<file path="src/sv/usan_pkg.sv">
// shared types and byte constants for the utf-8 sanitizer
`default_nettype none
package usan_pkg;

  localparam logic [7:0] REPL_B0     = 8'hEF;
  localparam logic [7:0] REPL_B1     = 8'hBF;
  localparam logic [7:0] REPL_B2     = 8'hBD;
  localparam logic [7:0] ASCII_MAX   = 8'h7F;
  localparam logic [7:0] LEAD2_LO    = 8'hC2;
  localparam logic [7:0] LEAD2_HI    = 8'hDF;
  localparam logic [7:0] LEAD3_LO    = 8'hE0;
  localparam logic [7:0] LEAD3_HI    = 8'hEF;
  localparam logic [7:0] LEAD_ED     = 8'hED;
  localparam logic [7:0] LEAD4_LO    = 8'hF0;
  localparam logic [7:0] LEAD4_HI    = 8'hF4;
  localparam logic [7:0] CONT_LO     = 8'h80;
  localparam logic [7:0] CONT_HI     = 8'hBF;
  localparam logic [7:0] E0_CONT_LO  = 8'hA0;
  localparam logic [7:0] ED_CONT_HI  = 8'h9F;
  localparam logic [7:0] F0_CONT_LO  = 8'h90;
  localparam logic [7:0] F4_CONT_HI  = 8'h8F;

  localparam logic [1:0] PH_B0 = 2'd0;
  localparam logic [1:0] PH_B1 = 2'd1;
  localparam logic [1:0] PH_B2 = 2'd2;

  // one queued job: nrep replacements, then nraw raw bytes
  typedef struct packed {
    logic [2:0]       nrep;
    logic [2:0]       nraw;
    logic [3:0][7:0]  raw;
    logic             eol;
  } job_t;

  typedef struct packed {
    logic not_empty;
    logic full;
  } q_status_t;

endpackage
`default_nettype wire

</file>
<file path="src/sv/usan_front.sv">
// front end: decodes each byte against the held sequence and builds output jobs
`default_nettype none
module usan_front
  import usan_pkg::*;
(
  input  wire logic       clk,
  input  wire logic       rst_n,
  input  wire logic       cfg_wr_en,
  input  wire logic       cfg_wr_data,
  input  wire logic       accept,
  input  wire logic [7:0] in_byte,
  input  wire logic       in_end_of_line,
  output job_t            job,
  output logic            job_push
);

  logic       pass_r;
  logic [7:0] lead_r, lead_nxt;
  logic [7:0] cont_r [2];
  logic [1:0] cnt_r, cnt_nxt;
  logic [2:0] len_r, len_nxt;
  logic       cont_we;
  logic       cont_sel;

  function automatic logic [2:0] lead_len(input logic [7:0] b);
    logic [2:0] l;
    l = 3'd0;
    if (b <= ASCII_MAX) l = 3'd1;
    else if (b >= LEAD2_LO && b <= LEAD2_HI) l = 3'd2;
    else if (b >= LEAD3_LO && b <= LEAD3_HI) l = 3'd3;
    else if (b >= LEAD4_LO && b <= LEAD4_HI) l = 3'd4;
    return l;
  endfunction

  function automatic logic cont_ok(input logic [7:0] lead, input logic first,
                                   input logic [7:0] b);
    logic [7:0] lo;
    logic [7:0] hi;
    lo = CONT_LO;
    hi = CONT_HI;
    if (first) begin
      if (lead == LEAD3_LO) lo = E0_CONT_LO;
      else if (lead == LEAD_ED) hi = ED_CONT_HI;
      else if (lead == LEAD4_LO) lo = F0_CONT_LO;
      else if (lead == LEAD4_HI) hi = F4_CONT_HI;
    end
    return (b >= lo) && (b <= hi);
  endfunction

  always_comb begin
    logic [2:0] ll;
    logic       do_lead;
    ll       = lead_len(in_byte);
    do_lead  = 1'b0;
    job      = '0;
    job.eol  = in_end_of_line;
    job.raw[0] = in_byte;
    lead_nxt = lead_r;
    cnt_nxt  = cnt_r;
    len_nxt  = len_r;
    cont_we  = 1'b0;
    cont_sel = 1'b0;
    if (pass_r) begin
      job.nraw = 3'd1;
      cnt_nxt  = 2'd0;
      len_nxt  = 3'd0;
    end else begin
      if (cnt_r != 2'd0 && {1'b0, cnt_r} < len_r) begin
        if (cont_ok(lead_r, cnt_r == 2'd1, in_byte)) begin
          if ({1'b0, cnt_r} + 3'd1 == len_r) begin
            job.nraw   = {1'b0, cnt_r} + 3'd1;
            job.raw[0] = lead_r;
            job.raw[1] = (cnt_r == 2'd1) ? in_byte : cont_r[0];
            job.raw[2] = (cnt_r == 2'd2) ? in_byte : cont_r[1];
            job.raw[3] = in_byte;
            cnt_nxt    = 2'd0;
            len_nxt    = 3'd0;
          end else begin
            cont_we  = 1'b1;
            cont_sel = (cnt_r == 2'd2);
            cnt_nxt  = cnt_r + 2'd1;
          end
        end else begin
          job.nrep = {1'b0, cnt_r};
          cnt_nxt  = 2'd0;
          len_nxt  = 3'd0;
          do_lead  = 1'b1;
        end
      end else begin
        cnt_nxt = 2'd0;
        len_nxt = 3'd0;
        do_lead = 1'b1;
      end
      if (do_lead) begin
        if (ll == 3'd1) begin
          job.nraw = 3'd1;
        end else if (ll == 3'd0) begin
          job.nrep = job.nrep + 3'd1;
        end else begin
          lead_nxt = in_byte;
          cnt_nxt  = 2'd1;
          len_nxt  = ll;
        end
      end
      if (in_end_of_line) begin
        job.nrep = job.nrep + {1'b0, cnt_nxt};
        cnt_nxt  = 2'd0;
        len_nxt  = 3'd0;
      end
    end
  end

  assign job_push = accept && (job.nrep != 3'd0 || job.nraw != 3'd0);

  always_ff @(posedge clk) begin
    if (!rst_n) begin
      pass_r <= 1'b0;
      lead_r <= 8'h00;
      cnt_r  <= 2'd0;
      len_r  <= 3'd0;
    end else begin
      if (cfg_wr_en) pass_r <= cfg_wr_data;
      if (accept) begin
        lead_r <= lead_nxt;
        cnt_r  <= cnt_nxt;
        len_r  <= len_nxt;
      end
    end
  end

  always_ff @(posedge clk) begin
    if (accept && cont_we) cont_r[cont_sel] <= in_byte;
  end

endmodule
`default_nettype wire

</file>
<file path="src/sv/usan_queue.sv">
// two-entry job queue between front and back
`default_nettype none
module usan_queue
  import usan_pkg::*;
(
  input  wire logic  clk,
  input  wire logic  rst_n,
  input  wire logic  push,
  input  wire job_t  push_job,
  input  wire logic  pop,
  output job_t       head,
  output q_status_t  status
);

  job_t       mem_r [2];
  logic       wr_ptr_r;
  logic       rd_ptr_r;
  logic [1:0] count_r;
  logic       do_pop;

  assign status.not_empty = (count_r != 2'd0);
  assign status.full      = (count_r == 2'd2);
  assign head             = mem_r[rd_ptr_r];
  assign do_pop           = pop && status.not_empty;

  always_ff @(posedge clk) begin
    if (!rst_n) begin
      wr_ptr_r <= 1'b0;
      rd_ptr_r <= 1'b0;
      count_r  <= 2'd0;
    end else begin
      if (push) wr_ptr_r <= ~wr_ptr_r;
      if (do_pop) rd_ptr_r <= ~rd_ptr_r;
      if (push && !do_pop) count_r <= count_r + 2'd1;
      else if (!push && do_pop) count_r <= count_r - 2'd1;
    end
  end

  always_ff @(posedge clk) begin
    if (push) mem_r[wr_ptr_r] <= push_job;
  end

endmodule
`default_nettype wire

</file>
<file path="src/sv/usan_back.sv">
// back end: expands the head job into output bytes, one per unstalled cycle
`default_nettype none
module usan_back
  import usan_pkg::*;
(
  input  wire logic       clk,
  input  wire logic       rst_n,
  input  wire job_t       head,
  input  wire q_status_t  status,
  output logic            pop,
  output logic            out_valid,
  input  wire logic       out_stall,
  output logic [7:0]      out_byte,
  output logic            out_run_last,
  output logic            out_line_done,
  output logic            out_substituted
);

  logic [2:0] rep_cnt_r;
  logic [1:0] phase_r;
  logic [2:0] raw_cnt_r;
  logic       in_rep;
  logic       last;
  logic       take;

  assign in_rep = (rep_cnt_r < head.nrep);
  assign last   = in_rep ? (head.nraw == 3'd0 && rep_cnt_r + 3'd1 == head.nrep &&
                            phase_r == PH_B2)
                         : (raw_cnt_r + 3'd1 == head.nraw);

  always_comb begin
    out_byte = head.raw[raw_cnt_r[1:0]];
    if (in_rep) begin
      unique case (phase_r)
        PH_B0:   out_byte = REPL_B0;
        PH_B1:   out_byte = REPL_B1;
        default: out_byte = REPL_B2;
      endcase
    end
  end

  assign out_valid       = status.not_empty;
  assign out_run_last    = last;
  assign out_line_done   = last && head.eol;
  assign out_substituted = in_rep;
  assign take            = out_valid && !out_stall;
  assign pop             = take && last;

  always_ff @(posedge clk) begin
    if (!rst_n) begin
      rep_cnt_r <= 3'd0;
      phase_r   <= PH_B0;
      raw_cnt_r <= 3'd0;
    end else if (take) begin
      if (last) begin
        rep_cnt_r <= 3'd0;
        phase_r   <= PH_B0;
        raw_cnt_r <= 3'd0;
      end else if (in_rep) begin
        if (phase_r == PH_B2) begin
          phase_r   <= PH_B0;
          rep_cnt_r <= rep_cnt_r + 3'd1;
        end else begin
          phase_r <= phase_r + 2'd1;
        end
      end else begin
        raw_cnt_r <= raw_cnt_r + 3'd1;
      end
    end
  end

endmodule
`default_nettype wire

</file>
<file path="src/sv/utf8_sanitizer.sv">
// top level of the streaming utf-8 sanitizer
`default_nettype none
// Takes one byte per transaction and emits well-formed UTF-8, one byte per
// clock unless out_stall is high. The front end accepts a byte every cycle
// while its two-entry job queue has room; the back end drains one output
// byte per unstalled cycle, and an input byte yields 0 to 12 of them (a
// bad sequence gives EF BF BD per held byte). Valid text thus runs at one
// byte per such cycle; replacement bursts back-pressure the input through
// the queue. With pass_through set bytes are copied unchanged and any held
// sequence is dropped. cfg_wr_en/cfg_wr_data write pass_through, idle only.
module utf8_sanitizer
  import usan_pkg::*;
(
  input  wire logic       clk,
  input  wire logic       rst_n,
  input  wire logic       cfg_wr_en,
  input  wire logic       cfg_wr_data,
  input  wire logic       in_valid,
  output logic            in_stall,
  input  wire logic [7:0] in_byte,
  input  wire logic       in_end_of_line,
  output logic            out_valid,
  input  wire logic       out_stall,
  output logic [7:0]      out_byte,
  output logic            out_run_last,
  output logic            out_line_done,
  output logic            out_substituted
);

  job_t      job;
  job_t      head;
  logic      job_push;
  logic      pop;
  logic      accept;
  q_status_t status;

  assign in_stall = status.full;
  assign accept   = in_valid && !in_stall;

  usan_front u_front (
    .clk            (clk),
    .rst_n          (rst_n),
    .cfg_wr_en      (cfg_wr_en),
    .cfg_wr_data    (cfg_wr_data),
    .accept         (accept),
    .in_byte        (in_byte),
    .in_end_of_line (in_end_of_line),
    .job            (job),
    .job_push       (job_push)
  );

  usan_queue u_queue (
    .clk      (clk),
    .rst_n    (rst_n),
    .push     (job_push),
    .push_job (job),
    .pop      (pop),
    .head     (head),
    .status   (status)
  );

  usan_back u_back (
    .clk             (clk),
    .rst_n           (rst_n),
    .head            (head),
    .status          (status),
    .pop             (pop),
    .out_valid       (out_valid),
    .out_stall       (out_stall),
    .out_byte        (out_byte),
    .out_run_last    (out_run_last),
    .out_line_done   (out_line_done),
    .out_substituted (out_substituted)
  );

endmodule
`default_nettype wire
</file>
<file path="config.mk">
export PLATFORM = sky130hd
export DESIGN_NAME = utf8_sanitizer
export DESIGN_NICKNAME = d
export VERILOG_FILES = /design/src/sv/usan_pkg.sv /design/src/sv/usan_front.sv /design/src/sv/usan_queue.sv /design/src/sv/usan_back.sv /design/src/sv/utf8_sanitizer.sv
export SDC_FILE = /design/constraint.sdc
export NUM_CORES = 1
export LEC_CHECK = 0
export BUFFER_PORTS_ARGS = -buffer_cell sky130_fd_sc_hd__buf_2
export CAP_MARGIN = 20
export CORE_MARGIN = 5
export CORE_UTILIZATION = 55
export DETAILED_ROUTE_END_ITERATION = 6
export GPL_ROUTABILITY_DRIVEN = 0
export GPL_TIMING_DRIVEN = 0
export HOLD_SLACK_MARGIN = 0.08
export PLACE_DENSITY = 0.75
export REMOVE_ABC_BUFFERS = 1
export SYNTH_ARGS = -nofsm -noshare
export SYNTH_HDL_FRONTEND = slang
export SYNTH_SLANG_ARGS = --single-unit
</file>
<file path="constraint.sdc">
create_clock -name clk -period 5.7 [get_ports clk]
set_input_delay 0.855 -clock clk [delete_from_list [all_inputs] [get_ports clk]]
set_output_delay 0.855 -clock clk [all_outputs]
set_load 0.02 [all_outputs]
</file>
# Yosys cells after proc, flatten, opt, wreduce, memory -nomap -nowiden
# Memory sizes are Yosys's and may differ from the RTL's. A register that Yosys moved wholly into a read port is not among the register bits.
# Index checks and enable logic that the tools add are counted.
# word_totals
regBits,26
mem_bits_rw,94
input_bits,15
word_cells,169
mem_count,2
# mem_list
memory,words,width,read_ports,rd_clocked_by_memory_dff,write_ports,line,text
u_queue.mem_r,2,39,1,1,1,usan_queue.sv:15,job_t mem_r [2];
u_front.cont_r,2,8,2,0,1,usan_front.sv:19,logic [7:0] cont_r [2];
# op_classes
addsub,9
order_cmp,12
n_eq_ne,14
n_mux,82
bitwise_logic,5
reduce_logical,35
# op_table
operator,n
8-bit two-way mux,15
38-bit two-way mux,2
35-bit two-way mux,2
3-bit two-way mux,23
"8-bit == test, second input constant",4
32-bit two-way mux,1
2-bit two-way mux,15
"8-bit greater-or-equal comparator, second input constant",3
"8-bit less-or-equal comparator, second input constant",3
1-bit two-way mux,18
6-bit two-way mux,3
8-bit binary-select mux with 2-bit select,1
1-bit logical AND,16
7-bit case mux with 2 select lines,1
2-bit nonzero test,5
"3-bit by 1-bit adder with 3-bit output, second input constant",3
3-bit == test,3
8-bit greater-or-equal comparator,1
"8-bit by 7-bit less-or-equal comparator with 1-bit output, second input constant",1
8-bit less-or-equal comparator,1
"2-bit by 1-bit adder with 2-bit output, second input constant",3
"2-bit == test, second input constant",3
3-bit zero test,2
3-bit nonzero test,2
17 further kinds,26

# Depth between registers and ports, before layout
# logic_depth
ltp_word,28
depth_mapped,25

# Modules after synthesis
# Synthesis repeated with hierarchy kept, for this count alone.
# hier_totals
hier_cells,459
area_unflattened_um2,6004.5
# by_module_without_submodules
mod,n_inst,cells_per_inst,area_each_um2,seq_area_each_um2
usan_queue,1,143,3027.9,2442.3
usan_front,1,224,2095.8,760.7
usan_back,1,91,867.1,160.2
utf8_sanitizer,1,1,13.8,0.0

# Least setup slack after synthesis
# Ideal clock, no wire load.
# synth_path
kind,register -> register
start,register u_front.cnt_r[1]
end,"memory u_queue.mem_r[0][0] (netlist name), enable pin"
arrival_time_ns,5.445
slack_ns,-0.180
path_stages_with_launch,21
n_path_buf,2
path_cell_list,dfxtp_1 inv_1 ha_1 clkbuf_1 nor2b_1 nand4_1 nor3_1 and3_1 ha_1 nand4b_1 o2bb2ai_1 nand4_1 or2_1 clkbuf_1 o21ai_0 ha_1 fa_1 nor2_1 a311oi_2 o31ai_1 nor2_1
# synth_rtl
item,line,text
from (decl),usan_front.sv:20,"logic [1:0] cnt_r, cnt_nxt;"
from (signal assigned),usan_front.sv:125,cnt_r <= cnt_nxt;
to (decl),usan_queue.sv:15,

==> results.md <==
* Status: finished, final reports clean
* Max Cap Viol at 0
* Nets at 536
* Antenna cells at 0
* Top cell by count, worst path: ha_1
* Post-Route WL at 12.1 mm
* Max stage delay cell, worst path: fa_1
* Worst Setup End Kind: register
* GR Overflow Total at 0
* Number of flops mapped to enable cells by yosys at 94
* CP Launch Type: register
* Mapped Avg Cell Area at 12.6 um2
* Comb power frac at 11.7%
* Crit-path max cell delay at 0.41 ns
* TritonCTS Buffers at 17
* RSZ-0062 raised after global routing: false
* Inst Count DP at 613
* Die area at 12900 um2
* Worst Slack Setup Final at 0.381 ns
* Initial antenna violation count at 0
* CP arrival at 5.76 ns
* Post-synth top cells: edfxtp_1, nand2_1, nor2_1
* Syn. warnings at 0
* Seq pwr share at 44.9%
* Longest Clk Path Bufs at 2
* HP Class: reg -> reg
* Final period util at 93.3%
* Final Skew at 0.0106 ns
* Share of the synthesized area in the top cell type at 47.9%
* H-Tree Level Count at 4
* Dpl hpwl at 7.84 mm
* Synth Cell Area at 5900 um2
* Pwr Density at 346 nW/um2
* CP Class: reg -> reg
* Width of the die at 114 um
* Seq/Total Area, Yosys at 57.0%
* P_int at 1.81 mW
* Peak supply drop at 0.232 mV
* CTS Root Cell: clkbuf_8
* DR iter-0 viols at 265
* Switching pwr at 569 uW
* Largest net degree at the start of global routing at 29
* Clock Power Share at 43.4%
* Peak Freq at 188 MHz
* Req. time, crit path at 6.14 ns
* Leak at 2.37 nW
* Top cells by area, synth: edfxtp_1, dfxtp_1, mux2i_1, mux4_2, ha_1
* Worst slew margin at 37.7%
* Post-synthesis async set-or-reset flop share at 0%
* DR pass1 iterations at 7
* Top FF cell, synth: edfxtp_1
* CTS Hold Bufs at 0
* Worst Path Max Fanout at 6
* Synth area leader: edfxtp_1
* Minimum clock period at 5.32 ns
* Worst Tran Pin Value at 0.934 ns
* Dpl ws at -0.314 ns
* Vias in the first global route at 3905
* CORE AREA at 10400 um2
* Clk_lat worst skew at 0.52 ns
* Syn Inst Count at 468
* Layout cells sized above 1 at 20.6%
* Total GRT Usage at 19.6%
* Final Max Tran Viols at 0
* Global-route wire length before repair at 19.6 mm
* Area Growth Syn to Fin at 16.5%
* Initial Util at 56.9%
* Switching share of power at 23.9%
* Remaining DRCs at 0
* Worst-path cell chain: inv_1, ha_4, nor2b_1, nand4_1, nor3_2, nand2_1, ha_1, nand3b_1, o211ai_1, nand4_1, or2_1, o21ai_0, ha_1, fa_1, nor2_1, a311oi_2, o31ai_4, inv_1, ha_1, or3_1, a21boi_0
* Post-DR wirelength/cell at 18.5 um
* Synth cell types at 61
* Vias per cell at 5.93
* Hold Vio Cnt, Final at 0
* CTS tree: built
* Final setup fails at 0
* Post-route antenna net violation count at 0
* Synth Register Bits at 121
* Clk slew on worst S/H paths at 0.06 ns
* Site Rows at 37
* IO Port Bufs at 27
* I/O Pins at 28
* Die Ht at 114 um
* Via Count at 3860
* Most frequent cell after synthesis: edfxtp_1
* Sink Count at 121
* Post-Layout Cell Count at 651
## cell families after synthesis
| logic type | count (synthesis) | share of synthesized area [%] |
|---|---|---|
| other cells | 1 | 0.0636 |
| flops | 121 | 57.0 |
| xor+xnor | 14 | 2.08 |
| buf+inv | 42 | 2.86 |
| simple gates | 161 | 14.0 |
| fa+ha+maj | 19 | 4.16 |
| compound gates | 56 | 7.17 |
| mux | 54 | 12.6 |
## worst max-delay path: cells and delay by family, from the launching register on
kind	cells	cell delay, ns
buffers and inverters	2	0.27
flip-flops	1	0.37
adder cells (fa/ha/maj)	5	1.47
AO/OA/AOI/OAI	5	1.16
AND/OR/NAND/NOR	9	1.95
## area by class of cell
type                    instances  area, um2
clock buffers                  20        425
clock inverters                12        150
fillers                       740       3500
inverters                      19       71.3
multi-input cells             307       2440
flip-flops and latches        121       3370
well taps                     136        170
repair buffers                 36        243
## flip-flops by register name, indices dropped and copies added, names as in the netlist, 3 cells and up, named ones only
name              cells
u_queue.mem_r        78
u_front.cont_r       16
u_front.lead_r        8
u_back.raw_cnt_r      3
u_back.rep_cnt_r      3
u_front.len_r         3
## metrics by stage
| stage | TNS (ns) | hold slack, ns | total power, mW | instance area, um2 | utilization [%] |
|---|---|---|---|---|---|
| detailed placement | -2.94 | 0.495 | 1.36 | 6210 | 59.8 |
| global route | 0 | 0.539 | 2.48 | 6870 | 66.3 |
| global placement | -117.89 | 0.477 | 1.33 | 6110 | 58.9 |
| CTS | 0 | 0.509 | 2.39 | 6790 | 65.5 |
| finish | 0 | 0.507 | 2.38 | 6870 | 66.3 |
| floorplan | -5.77 | 0.462 | 1.26 | 5800 | - |
## power groups by stage
stage	clock (mW)	combinational [mW]	sequential [mW]
2_1_floorplan	0	0.180	1.08
3_3_place_gp	0	0.245	1.09
3_5_place_dp	0	0.268	1.09
4_1_cts	1.05	0.272	1.07
5_1_grt	1.09	0.306	1.08
6_report	1.03	0.277	1.07
## metal layers
layer	share of wire, %	up-vias	GRT usage, %
met1	43	1913	24.6
met2	50	114	32.9
met3	4.6	25	5.52
met4	2.4	0	6.73
met5	0	-	0
li1	-	1808	-
## cell usage in the layout, fill, tap and decap left out, drive strengths merged, types with 5 or more instances in the layout
cell | synthesis | layout
edfxtp | 94 | 94
nand2 | 40 | 40
nor2 | 38 | 39
mux2i | 36 | 36
buf | 8 | 36
dfxtp | 27 | 27
nor2b | 21 | 21
inv | 19 | 20
clkbuf | 15 | 20
ha | 18 | 18
mux4 | 16 | 16
and2 | 12 | 12
xnor2 | 11 | 11
o21ai | 11 | 11
nor3 | 8 | 8
nand3 | 7 | 7
a21oi | 5 | 5
nor4 | 5 | 5
a21boi | 5 | 5
clkinv | 0 | 5
## path summary, 6_finish.rpt
check | startpoint | endpoint | slack [ns] | cells after the start
max | u_front.cnt_r[1] | u_queue.count_r[1] | 0.38 | 21
min | u_front.lead_r[7] | u_front.lead_r[7] | 0.51 | 1
max reg2reg | u_front.cnt_r[1] | u_queue.count_r[1] | 0.38 | 21
min reg2reg | u_front.lead_r[7] | u_front.lead_r[7] | 0.51 | 1
## what timing repair did
item	in CTS	in global routing
gates cloned	0	1
setup endpoints to repair	40	80
pin swaps	0	2
resized for setup	2	6
setup buffers	0	5
Note: power is estimated with default switching activity, not from simulation.
